$ cat config.mk
export PLATFORM = sky130hd
export DESIGN_NAME = three_wire_rtc_bus_master_core_flat
export DESIGN_NICKNAME = d
export VERILOG_FILES = /design/src/sv/twr_pkg.sv /design/src/sv/twr_req_if.sv /design/src/sv/twr_res_if.sv /design/src/sv/three_wire_rtc_bus_master_core.sv /design/src/flat_wrapper.sv
export SDC_FILE = /design/constraint.sdc
export NUM_CORES = 1
export LEC_CHECK = 0
export ABC_AREA = 1
export ABC_CLOCK_PERIOD_IN_PS = 6990
export BUFFER_PORTS_ARGS = -buffer_cell sky130_fd_sc_hd__buf_2
export CORE_ASPECT_RATIO = 1.25
export CORE_MARGIN = 5
export CORE_UTILIZATION = 53
export CTS_CLUSTER_SIZE = 20
export DETAILED_ROUTE_END_ITERATION = 16
export PLACE_DENSITY = 0.84
export SLEW_MARGIN = 20
export SYNTH_ARGS = -nofsm -noshare
export SYNTH_HDL_FRONTEND = slang
export SYNTH_SLANG_ARGS = --single-unit
$ cat constraint.sdc
create_clock -name clk -period 6.99 [get_ports clk]
set_input_delay 1.7475 -clock clk [delete_from_list [all_inputs] [get_ports clk]]
set_output_delay 1.7475 -clock clk [all_outputs]
set_load 0.05 [all_outputs]
$ cat src/sv/twr_pkg.sv
`default_nettype none
// ----------------------------------------------------------------------------
// twr_pkg
// Shared types, command codes and BCD helpers for the three-wire bus master.
// ----------------------------------------------------------------------------
package twr_pkg;

    typedef logic [1:0] cmd_code_t;
    typedef logic [7:0] byte_t;
    typedef logic [3:0] count_t;
    typedef logic [2:0] slot_t;

    // Request command codes
    localparam cmd_code_t CMD_TICK  = 2'd0;
    localparam cmd_code_t CMD_LOAD  = 2'd1;
    localparam cmd_code_t CMD_START = 2'd2;

    // One result as it leaves the core
    typedef struct packed {
        logic  sclk;
        logic  ce;
        logic  io_out;
        logic  io_drive;
        logic  busy_res;
        logic  rd_valid;
        byte_t rd_byte;
        slot_t rd_index;
        logic  rd_last;
    } result_t;

    // Binary to BCD; tens come from a multiply by the reciprocal of ten,
    // exact over all 8-bit values. Tens above nine wrap into the high nibble.
    function automatic byte_t to_bcd(input byte_t v);
        logic [15:0] prod;
        logic [7:0]  tens;
        logic [7:0]  ones;
        begin
            prod = 16'(v) * 16'd205;
            tens = prod[15:11] == 5'd0 ? 8'd0 : 8'(prod[15:11]);
            ones = v - 8'(tens * 8'd10);
            return {tens[3:0], ones[3:0]};
        end
    endfunction

    // BCD to binary, wrapping to 8 bits
    function automatic byte_t from_bcd(input byte_t v);
        logic [7:0] hi;
        begin
            hi = 8'(v[7:4]);
            return 8'(hi * 8'd10) + 8'(v[3:0]);
        end
    endfunction

endpackage
`default_nettype wire

$ cat src/sv/twr_req_if.sv
`default_nettype none
// ----------------------------------------------------------------------------
// twr_req_if
// Request channel of the three-wire bus master: valid/ready plus payload.
// ----------------------------------------------------------------------------
interface twr_req_if;
    import twr_pkg::*;

    logic      valid;
    logic      ready;
    cmd_code_t command;
    byte_t     cmd_byte;
    count_t    byte_count;
    slot_t     buf_index;
    byte_t     buf_value;
    logic      bcd_mode;
    logic      io_in;

    modport source (
        output valid, command, cmd_byte, byte_count, buf_index, buf_value,
               bcd_mode, io_in,
        input  ready
    );

    modport sink (
        input  valid, command, cmd_byte, byte_count, buf_index, buf_value,
               bcd_mode, io_in,
        output ready
    );
endinterface
`default_nettype wire

$ cat src/sv/twr_res_if.sv
`default_nettype none
// ----------------------------------------------------------------------------
// twr_res_if
// Result channel of the three-wire bus master: pin levels and read bytes.
// ----------------------------------------------------------------------------
interface twr_res_if;
    import twr_pkg::*;

    logic  valid;
    logic  ready;
    logic  sclk;
    logic  ce;
    logic  io_out;
    logic  io_drive;
    logic  busy_res;
    logic  rd_valid;
    byte_t rd_byte;
    slot_t rd_index;
    logic  rd_last;

    modport source (
        output valid, sclk, ce, io_out, io_drive, busy_res, rd_valid, rd_byte,
               rd_index, rd_last,
        input  ready
    );

    modport sink (
        input  valid, sclk, ce, io_out, io_drive, busy_res, rd_valid, rd_byte,
               rd_index, rd_last,
        output ready
    );
endinterface
`default_nettype wire

$ cat src/sv/three_wire_rtc_bus_master_core.sv
`default_nettype none
// ----------------------------------------------------------------------------
// three_wire_rtc_bus_master_core
// Master for a three-wire clock-chip bus (CE, SCLK, one bidirectional line).
// ----------------------------------------------------------------------------
// Every request is one step of the bit-timing machine: a tick, a write-buffer
// load or a transaction start. The core takes one request per clock while
// ready is high and returns exactly one result per request, in order, through
// a two-entry output buffer that takes one more request while the result side
// stalls; ready drops only when both entries are full.
// The whole step (divider, bit and byte counters, shift register, pins, BCD
// conversion) is one pass of logic between the request handshake and the
// output buffer. On the bus, each SCLK half period lasts max(half_period, 1)
// tick requests; a transaction takes 16 half periods per byte, command byte
// included. Commands go out LSB first, data change while SCLK is low and read
// data are sampled on the tick that raises SCLK. half_period sits at byte
// address 0 of the APB port and should only be written while no transaction
// runs.
// ----------------------------------------------------------------------------
module three_wire_rtc_bus_master_core #(
    parameter int BURST_BYTES = 8
) (
    input  wire logic        clk,
    input  wire logic        rst_n,
    twr_req_if.sink          req,
    twr_res_if.source        resp,
    input  wire logic        psel,
    input  wire logic        penable,
    input  wire logic        pwrite,
    input  wire logic [2:0]  paddr,
    input  wire logic [31:0] pwdata,
    output logic      [31:0] prdata,
    output logic             pready
);
    import twr_pkg::*;

    localparam int BUF_AW = (BURST_BYTES > 1) ? $clog2(BURST_BYTES) : 1;
    localparam int IDX_W  = (BUF_AW > 4) ? BUF_AW : 4;

    // Phase codes
    localparam logic [2:0] PH_IDLE   = 3'd0;
    localparam logic [2:0] PH_CMD_LO = 3'd1;
    localparam logic [2:0] PH_CMD_HI = 3'd2;
    localparam logic [2:0] PH_WR_LO  = 3'd3;
    localparam logic [2:0] PH_WR_HI  = 3'd4;
    localparam logic [2:0] PH_RD_LO  = 3'd5;
    localparam logic [2:0] PH_RD_HI  = 3'd6;

    localparam logic HALF_PERIOD_ADDR = 1'b0;

    // Configuration and transfer state
    logic [7:0] half_period_reg;
    byte_t      wbuf_reg [BURST_BYTES];
    byte_t      shift_reg,  shift_next;
    logic [2:0] bit_cnt_reg, bit_cnt_next;
    count_t     byte_cnt_reg, byte_cnt_next;
    logic [2:0] phase_reg, phase_next;
    logic [7:0] div_cnt_reg, div_cnt_next;
    logic       setup_rd_reg, setup_rd_next;
    count_t     setup_cnt_reg, setup_cnt_next;
    logic       setup_bcd_reg, setup_bcd_next;
    logic       sclk_reg, sclk_next;
    logic       ce_reg, ce_next;
    logic       io_reg, io_next;

    // Output buffer
    logic       out_valid_reg, out_valid_next;
    result_t    out_data_reg,  out_data_next;
    logic       skid_valid_reg, skid_valid_next;
    result_t    skid_data_reg,  skid_data_next;

    logic       req_acc;
    logic       cfg_wr;
    result_t    res;
    logic       buf_wr;
    logic [BUF_AW-1:0] buf_waddr;

    assign req.ready = !skid_valid_reg;
    assign req_acc   = req.valid && req.ready;

    // APB register access
    assign pready = 1'b1;
    assign cfg_wr = psel && penable && pwrite && (paddr[2] == HALF_PERIOD_ADDR);
    assign prdata = (paddr[2] == HALF_PERIOD_ADDR) ? {24'd0, half_period_reg} : 32'd0;

    always_ff @(posedge clk or negedge rst_n) begin
        if (!rst_n)
        begin
            half_period_reg <= 8'd144;
        end
        else if (cfg_wr)
        begin
            half_period_reg <= pwdata[7:0];
        end
    end

    // Write buffer; slots beyond the buffer are dropped
    always_comb
    begin
        logic [IDX_W-1:0] widx;
        widx      = IDX_W'(req.buf_index);
        buf_waddr = widx[BUF_AW-1:0];
        buf_wr    = req_acc && (req.command == CMD_LOAD)
                    && (int'(req.buf_index) < BURST_BYTES);
    end

    always_ff @(posedge clk)
    begin
        if (buf_wr)
        begin
            wbuf_reg[buf_waddr] <= req.buf_value;
        end
    end

    // One step of the bit-timing machine
    always_comb
    begin
        logic [IDX_W-1:0] ridx;
        logic [8:0]       div_inc;
        logic [8:0]       half_eff;
        byte_t            wbyte;
        count_t           cnt;
        logic             driving;
        logic             load_wr;
        count_t           load_idx;

        shift_next     = shift_reg;
        bit_cnt_next   = bit_cnt_reg;
        byte_cnt_next  = byte_cnt_reg;
        phase_next     = phase_reg;
        div_cnt_next   = div_cnt_reg;
        setup_rd_next  = setup_rd_reg;
        setup_cnt_next = setup_cnt_reg;
        setup_bcd_next = setup_bcd_reg;
        sclk_next      = sclk_reg;
        ce_next        = ce_reg;
        io_next        = io_reg;
        res            = '0;
        load_wr        = 1'b0;
        load_idx       = byte_cnt_reg;
        cnt            = req.byte_count;

        half_eff = (half_period_reg == 8'd0) ? 9'd1 : 9'(half_period_reg);
        div_inc  = 9'(div_cnt_reg) + 9'd1;

        if (req.command == CMD_START && phase_reg == PH_IDLE)
        begin
            // Latch the transfer set-up and raise CE
            if (cnt == 4'd0)
            begin
                cnt = 4'd1;
            end
            if (int'(cnt) > BURST_BYTES)
            begin
                cnt = 4'(BURST_BYTES);
            end
            setup_rd_next  = req.cmd_byte[0];
            setup_cnt_next = cnt;
            setup_bcd_next = req.bcd_mode;
            shift_next     = req.cmd_byte;
            bit_cnt_next   = 3'd0;
            byte_cnt_next  = 4'd0;
            div_cnt_next   = 8'd0;
            phase_next     = PH_CMD_LO;
            sclk_next      = 1'b0;
            ce_next        = 1'b1;
            io_next        = req.cmd_byte[0];
        end
        else if (req.command == CMD_TICK && phase_reg != PH_IDLE)
        begin
            if (div_inc < half_eff)
            begin
                div_cnt_next = div_inc[7:0];
            end
            else
            begin
                div_cnt_next = 8'd0;
                unique case (phase_reg)
                    PH_CMD_LO, PH_WR_LO, PH_RD_LO:
                    begin
                        // Rising SCLK; sample the line on reads
                        if (phase_reg == PH_RD_LO)
                        begin
                            shift_next = {req.io_in, shift_reg[7:1]};
                        end
                        sclk_next  = 1'b1;
                        phase_next = phase_reg + 3'd1;
                    end
                    PH_CMD_HI, PH_WR_HI, PH_RD_HI:
                    begin
                        // Falling SCLK; advance to the next bit or byte
                        sclk_next    = 1'b0;
                        bit_cnt_next = bit_cnt_reg + 3'd1;
                        if (phase_reg != PH_RD_HI)
                        begin
                            shift_next = {1'b0, shift_reg[7:1]};
                            io_next    = shift_reg[1];
                        end
                        if (bit_cnt_next != 3'd0)
                        begin
                            phase_next = phase_reg - 3'd1;
                        end
                        else if (phase_reg == PH_CMD_HI)
                        begin
                            if (setup_rd_reg)
                            begin
                                shift_next = 8'd0;
                                io_next    = 1'b0;
                                phase_next = PH_RD_LO;
                            end
                            else
                            begin
                                load_wr    = 1'b1;
                                load_idx   = byte_cnt_reg;
                                phase_next = PH_WR_LO;
                            end
                        end
                        else if (phase_reg == PH_WR_HI)
                        begin
                            byte_cnt_next = byte_cnt_reg + 4'd1;
                            if (byte_cnt_next >= setup_cnt_reg)
                            begin
                                phase_next   = PH_IDLE;
                                sclk_next    = 1'b0;
                                ce_next      = 1'b0;
                                io_next      = 1'b0;
                                div_cnt_next = 8'd0;
                            end
                            else
                            begin
                                load_wr    = 1'b1;
                                load_idx   = byte_cnt_next;
                                phase_next = PH_WR_LO;
                            end
                        end
                        else
                        begin
                            // Report the completed read byte
                            res.rd_valid  = 1'b1;
                            res.rd_byte   = setup_bcd_reg ? from_bcd(shift_reg) : shift_reg;
                            res.rd_index  = byte_cnt_reg[2:0];
                            byte_cnt_next = byte_cnt_reg + 4'd1;
                            if (byte_cnt_next >= setup_cnt_reg)
                            begin
                                res.rd_last  = 1'b1;
                                phase_next   = PH_IDLE;
                                sclk_next    = 1'b0;
                                ce_next      = 1'b0;
                                io_next      = 1'b0;
                                div_cnt_next = 8'd0;
                            end
                            else
                            begin
                                shift_next = 8'd0;
                                phase_next = PH_RD_LO;
                            end
                        end
                    end
                    default:
                    begin
                        // Unused phase code: drop back to idle
                        phase_next   = PH_IDLE;
                        sclk_next    = 1'b0;
                        ce_next      = 1'b0;
                        io_next      = 1'b0;
                        div_cnt_next = 8'd0;
                    end
                endcase
            end
        end

        // Fetch the next write byte from the buffer
        ridx  = IDX_W'(load_idx);
        wbyte = (int'(load_idx) < BURST_BYTES) ? wbuf_reg[ridx[BUF_AW-1:0]] : 8'd0;
        if (setup_bcd_next)
        begin
            wbyte = to_bcd(wbyte);
        end
        if (load_wr)
        begin
            shift_next = wbyte;
            io_next    = wbyte[0];
        end

        // Pin and status view after the step
        driving      = (phase_next == PH_CMD_LO) || (phase_next == PH_CMD_HI)
                       || (phase_next == PH_WR_LO) || (phase_next == PH_WR_HI);
        res.sclk     = sclk_next;
        res.ce       = ce_next;
        res.io_out   = driving && io_next;
        res.io_drive = driving;
        res.busy_res = phase_next != PH_IDLE;
    end

    // Transfer state registers, advanced only by an accepted request
    always_ff @(posedge clk or negedge rst_n) begin
        if (!rst_n)
        begin
            shift_reg     <= 8'd0;
            bit_cnt_reg   <= 3'd0;
            byte_cnt_reg  <= 4'd0;
            phase_reg     <= PH_IDLE;
            div_cnt_reg   <= 8'd0;
            setup_rd_reg  <= 1'b0;
            setup_cnt_reg <= 4'd0;
            setup_bcd_reg <= 1'b0;
            sclk_reg      <= 1'b0;
            ce_reg        <= 1'b0;
            io_reg        <= 1'b0;
        end
        else if (req_acc)
        begin
            shift_reg     <= shift_next;
            bit_cnt_reg   <= bit_cnt_next;
            byte_cnt_reg  <= byte_cnt_next;
            phase_reg     <= phase_next;
            div_cnt_reg   <= div_cnt_next;
            setup_rd_reg  <= setup_rd_next;
            setup_cnt_reg <= setup_cnt_next;
            setup_bcd_reg <= setup_bcd_next;
            sclk_reg      <= sclk_next;
            ce_reg        <= ce_next;
            io_reg        <= io_next;
        end
    end

    // Two-entry output buffer: output register plus skid register
    always_comb
    begin
        out_valid_next  = out_valid_reg;
        out_data_next   = out_data_reg;
        skid_valid_next = skid_valid_reg;
        skid_data_next  = skid_data_reg;
        if (!out_valid_reg || resp.ready)
        begin
            if (skid_valid_reg)
            begin
                out_valid_next  = 1'b1;
                out_data_next   = skid_data_reg;
                skid_valid_next = 1'b0;
            end
            else
            begin
                out_valid_next = req_acc;
                out_data_next  = res;
            end
        end
        else if (req_acc)
        begin
            skid_valid_next = 1'b1;
            skid_data_next  = res;
        end
    end

    always_ff @(posedge clk or negedge rst_n) begin
        if (!rst_n)
        begin
            out_valid_reg  <= 1'b0;
            skid_valid_reg <= 1'b0;
        end
        else
        begin
            out_valid_reg  <= out_valid_next;
            skid_valid_reg <= skid_valid_next;
        end
    end

    always_ff @(posedge clk)
    begin
        out_data_reg  <= out_data_next;
        skid_data_reg <= skid_data_next;
    end

    assign resp.valid    = out_valid_reg;
    assign resp.sclk     = out_data_reg.sclk;
    assign resp.ce       = out_data_reg.ce;
    assign resp.io_out   = out_data_reg.io_out;
    assign resp.io_drive = out_data_reg.io_drive;
    assign resp.busy_res = out_data_reg.busy_res;
    assign resp.rd_valid = out_data_reg.rd_valid;
    assign resp.rd_byte  = out_data_reg.rd_byte;
    assign resp.rd_index = out_data_reg.rd_index;
    assign resp.rd_last  = out_data_reg.rd_last;

    // Skid entry never holds a result ahead of an empty output register
    a_skid_behind_out: assert property (@(posedge clk) disable iff (!rst_n)
        skid_valid_reg |-> out_valid_reg)
        else $error("skid entry valid with empty output register");

    // Skid entry fills only while the output is stalled
    a_skid_fill_on_stall: assert property (@(posedge clk) disable iff (!rst_n)
        $rose(skid_valid_reg) |-> $past(out_valid_reg && !resp.ready))
        else $error("skid entry filled without a stalled output");

    // CE is high exactly while a transaction runs
    a_ce_tracks_phase: assert property (@(posedge clk) disable iff (!rst_n)
        ce_reg == (phase_reg != PH_IDLE))
        else $error("CE out of step with the transfer phase");

    // SCLK rises only out of a low phase
    a_sclk_rise_from_low: assert property (@(posedge clk) disable iff (!rst_n)
        $rose(sclk_reg) |-> ($past(phase_reg) == PH_CMD_LO
                             || $past(phase_reg) == PH_WR_LO
                             || $past(phase_reg) == PH_RD_LO))
        else $error("SCLK rose outside a low phase");

endmodule
`default_nettype wire
$ cat src/flat_wrapper.sv
// flat-port wrapper written by rule: the top's interface ports become plain ports
module three_wire_rtc_bus_master_core_flat import twr_pkg::*;
#(
    parameter int BURST_BYTES = 8
)
  (clk, rst_n, psel, penable, pwrite, paddr, pwdata, prdata, pready, req_valid, req_command, req_cmd_byte, req_byte_count, req_buf_index, req_buf_value, req_bcd_mode, req_io_in, req_ready, resp_valid, resp_sclk, resp_ce, resp_io_out, resp_io_drive, resp_busy_res, resp_rd_valid, resp_rd_byte, resp_rd_index, resp_rd_last, resp_ready);
  twr_req_if req_i ();
  twr_res_if resp_i ();
  input  wire logic clk;
  input  wire logic rst_n;
  input  wire logic psel;
  input  wire logic penable;
  input  wire logic pwrite;
  input  wire logic [2:0] paddr;
  input  wire logic [31:0] pwdata;
  output logic      [31:0] prdata;
  output logic pready;
  input wire logic [$bits(req_i.valid)-1:0] req_valid;
  input wire logic [$bits(req_i.command)-1:0] req_command;
  input wire logic [$bits(req_i.cmd_byte)-1:0] req_cmd_byte;
  input wire logic [$bits(req_i.byte_count)-1:0] req_byte_count;
  input wire logic [$bits(req_i.buf_index)-1:0] req_buf_index;
  input wire logic [$bits(req_i.buf_value)-1:0] req_buf_value;
  input wire logic [$bits(req_i.bcd_mode)-1:0] req_bcd_mode;
  input wire logic [$bits(req_i.io_in)-1:0] req_io_in;
  output wire logic [$bits(req_i.ready)-1:0] req_ready;
  output wire logic [$bits(resp_i.valid)-1:0] resp_valid;
  output wire logic [$bits(resp_i.sclk)-1:0] resp_sclk;
  output wire logic [$bits(resp_i.ce)-1:0] resp_ce;
  output wire logic [$bits(resp_i.io_out)-1:0] resp_io_out;
  output wire logic [$bits(resp_i.io_drive)-1:0] resp_io_drive;
  output wire logic [$bits(resp_i.busy_res)-1:0] resp_busy_res;
  output wire logic [$bits(resp_i.rd_valid)-1:0] resp_rd_valid;
  output wire logic [$bits(resp_i.rd_byte)-1:0] resp_rd_byte;
  output wire logic [$bits(resp_i.rd_index)-1:0] resp_rd_index;
  output wire logic [$bits(resp_i.rd_last)-1:0] resp_rd_last;
  input wire logic [$bits(resp_i.ready)-1:0] resp_ready;
  assign req_i.valid = req_valid;
  assign req_i.command = req_command;
  assign req_i.cmd_byte = req_cmd_byte;
  assign req_i.byte_count = req_byte_count;
  assign req_i.buf_index = req_buf_index;
  assign req_i.buf_value = req_buf_value;
  assign req_i.bcd_mode = req_bcd_mode;
  assign req_i.io_in = req_io_in;
  assign req_ready = req_i.ready;
  assign resp_valid = resp_i.valid;
  assign resp_sclk = resp_i.sclk;
  assign resp_ce = resp_i.ce;
  assign resp_io_out = resp_i.io_out;
  assign resp_io_drive = resp_i.io_drive;
  assign resp_busy_res = resp_i.busy_res;
  assign resp_rd_valid = resp_i.rd_valid;
  assign resp_rd_byte = resp_i.rd_byte;
  assign resp_rd_index = resp_i.rd_index;
  assign resp_rd_last = resp_i.rd_last;
  assign resp_i.ready = resp_ready;
  three_wire_rtc_bus_master_core #(.BURST_BYTES(BURST_BYTES)) u_core (.clk(clk), .rst_n(rst_n), .req(req_i), .resp(resp_i), .psel(psel), .penable(penable), .pwrite(pwrite), .paddr(paddr), .pwdata(pwdata), .prdata(prdata), .pready(pready));
endmodule
==> reports/metrics.csv <==
metric,value,unit
run_status,finished with violations,
failed_checks,negative setup slack,
global_route.usage.total,0.219,
vias,7310,
grt_first_pass_wirelength,34.4,mm
totalNegativeSetupSlack,-104,ps
synth-edff-count,100,
post_dp_cell_area,0.00990,mm²
cp_common_cell,sky130_fd_sc_hd__inv_2,
antenna_cells,0,
timing.critical_path.slowest_stage_cell,sky130_fd_sc_hd__fa_1,
p_per_area,272,mW/mm²
routed_wire_length_per_instance,16.0,µm
cts-buffers-inserted,17,
postSynthCellCount,957,
drt_first_iter_violations,540,
grt_pass1_vias,7308,
drt_pass1_iterations,5,
drtAntennaViolNets,0,
final_critical_path_setup_slack,-87.3,ps
post_cts_hold_buffers,0,
post_route_drc_violation_count,0,
count_of_warnings_emitted_by_yosys,0,
timing_max_transition_violations_final,0,
synth_flop_cell,sky130_fd_sc_hd__edfxtp_1,
arrival,7390,ps
worst_pin_slew,942,ps
max_slew_margin,0.370,
p_comb_frac,0.318,
final_common_cell,sky130_fd_sc_hd__nand2_1,
fin_crit_period,7080,ps
final_layout_size_suffix_gt1_frac,0.258,
min_path_cells,2,
grt_setup_unrepaired,true,
root_buf_cell,sky130_fd_sc_hd__clkbuf_16,
report.final.setup_viol,2,
power.total,2960,µW
switching_share,0.354,
power.ir.vdd_worst,0.000194,V
clock_power_share,0.311,
timing.critical_path.fanout_max,5,
grt_antenna_before_repair,0,
skew,8.14,ps
start_util,0.533,
layout_common_cells,"sky130_fd_sc_hd__nand2_1, sky130_fd_sc_hd__inv_1, sky130_fd_sc_hd__edfxtp_1",
clk_pin_slew,60,ps
worst_path_largest_cell_delay,510,ps
clk_path_buf_depth,2,
intPower,1910,µW
max_cap_viol_count,0,
synth_sequential_area_ratio,0.466,
clock_sinks,145,
finalCritPeriodShare,1.01,
fp.dieArea,0.0194,mm²
synth_area,0.00887,mm²
min-delay-path-class,reg2reg,
drt_wl_total,21.5,mm
io-pin-count,122,
ys_seq_elements,145,
achievable-frequency,0.141,GHz
synth_async_sr_flop_share,0.310,
grt.overflow.total,0,
nets,1261,
placed_wire_length_estimate_after_detailed_placement,15.3,mm
die_width,126,µm
cts_max_level,4,
p_leak,0.00514,µW
std_cell_rows,53,
crit_path_end_kind,register,
clk-insertion-delay-late,430,ps
synth.distinct_cells,54,
grt_start_max_net_pins,46,
largest_register_ffs,64,
floorplan.die.height,155,µm
finish.instance_area,0.0109,mm²
coreArea,0.0166,mm²
power_frac_seq,0.371,
power.net_switching,1050,µW
hold_violations,0,
critPathLaunchType,register,
nFillCells,1274,
area.growth.synth_to_final,22.7,%
critical_path_required,7300,ps
tritoncts_clock_tree,done,
syn-mean-instance-area,9.27,µm²
vias_per_cell,5.43,
criticalPathCategory,reg2reg,
reg2regPathDepth,40,
port_buffer_count,70,
gpl_wtd_cong,0.913,
## path summary, 6_finish.rpt
path | start | to | slack (ps)
worst max-delay path | u_core.div_cnt_reg[0] | u_core.shift_reg[2] | -90
max in group asynchronous | rst_n | u_core.byte_cnt_reg[3] | 5260
worst min-delay path | u_core.setup_cnt_reg[0] | u_core.setup_cnt_reg[0] | 500
worst max register to register | u_core.div_cnt_reg[0] | u_core.shift_reg[2] | -90
min in group asynchronous | rst_n | u_core.half_period_reg[3] | 1300
worst min register to register | u_core.setup_cnt_reg[0] | u_core.setup_cnt_reg[0] | 500
## cells by family after synthesis
family	after synthesis	share of synthesized area
AOI/OAI and AO/OA	148	0.101
xor gates and xnor gates	16	0.0158
adders and majority gates	80	0.125
buffers and inverters	171	0.0846
DFF	145	0.466
muxes	7	0.00874
other	2	0.000846
and+or+nand+nor	388	0.199
## synth_stat cells (all sizes together) (6+ instances only)
library cell	number	share of area
o22ai	9	0.0063
a21oi	41	0.024
o221ai	9	0.0089
xor2	14	0.014
fa	14	0.032
dfrtp	43	0.12
nor3	9	0.0063
clkbuf	12	0.0051
nand2	192	0.088
nand4	6	0.0042
nor2	102	0.049
or2	6	0.0042
o21ai	56	0.032
buf	30	0.025
nand3	72	0.045
inv	126	0.053
mux2	6	0.0076
ha	66	0.093
edfxtp	100	0.34
## what timing repair did
| action | 4_1_cts | 5_1_grt |
|---|---|---|
| endpoints found under the setup margin | 4 | 6 |
| hold endpoints to repair | 0 | 0 |
| resized for setup | 14 | 50 |
| pin swaps | 13 | 26 |
| cloned | 0 | 1 |
| setup buffers | 5 | 9 |
## power by group through the flow
stage	Sequential, µW	Combinational, µW	Clock, µW
after CTS	1090	888	927
after global routing	1110	1050	968
after floorplan	1140	632	0
after global placement	1110	824	0
after detailed placement	1110	846	0
final	1100	942	920
## worst max-delay path: cells and delay by family, from the launching register on
family                     cells  cell delay (ps)
DFF                            1              410
xor gates and xnor gates       1              210
and+or+nand+nor               17             1830
adders and majority gates      8             2940
AOI/OAI and AO/OA              5              730
buffers and inverters          9              780
## per-stage QoR
| stage | hold slack (ps) | setup WS [ps] | utilization | cells |
|---|---|---|---|---|
| 6_report | 500 | -87.3 | 0.654 | 1345 |
| 5_1_grt | 534 | -444 | 0.654 | 1345 |
| 4_1_cts | 509 | 3.88 | 0.637 | 1335 |
| 3_5_place_dp | 496 | -353 | 0.595 | 1298 |
| 3_3_place_gp | 479 | -212 | 0.595 | 1298 |
| 2_1_floorplan | 459 | 9.98 | - | 980 |
## layout make-up
cell class | count | area, µm² | share of cell area
Sequential cell | 145 | 4130 | 0.379
Inverter | 129 | 492 | 0.0451
Multi-Input combinational cell | 665 | 4390 | 0.403
Clock inverter | 13 | 163 | 0.0149
Clock buffer | 19 | 433 | 0.0397
Tap cell | 220 | 275 | 0.0253
Timing Repair Buffer | 154 | 1010 | 0.0925
## per-layer routing
| layer | vias up | track usage | wire length (µm) |
|---|---|---|---|
| met5 | - | 0 | 0 |
| met3 | 62 | 0.0345 | 1130 |
| li1 | 3492 | - | - |
| met1 | 3504 | 0.248 | 8010 |
| met2 | 252 | 0.403 | 11500 |
| met4 | 0 | 0.105 | 837 |
No activity file was read; power rests on OpenSTA's default activity.
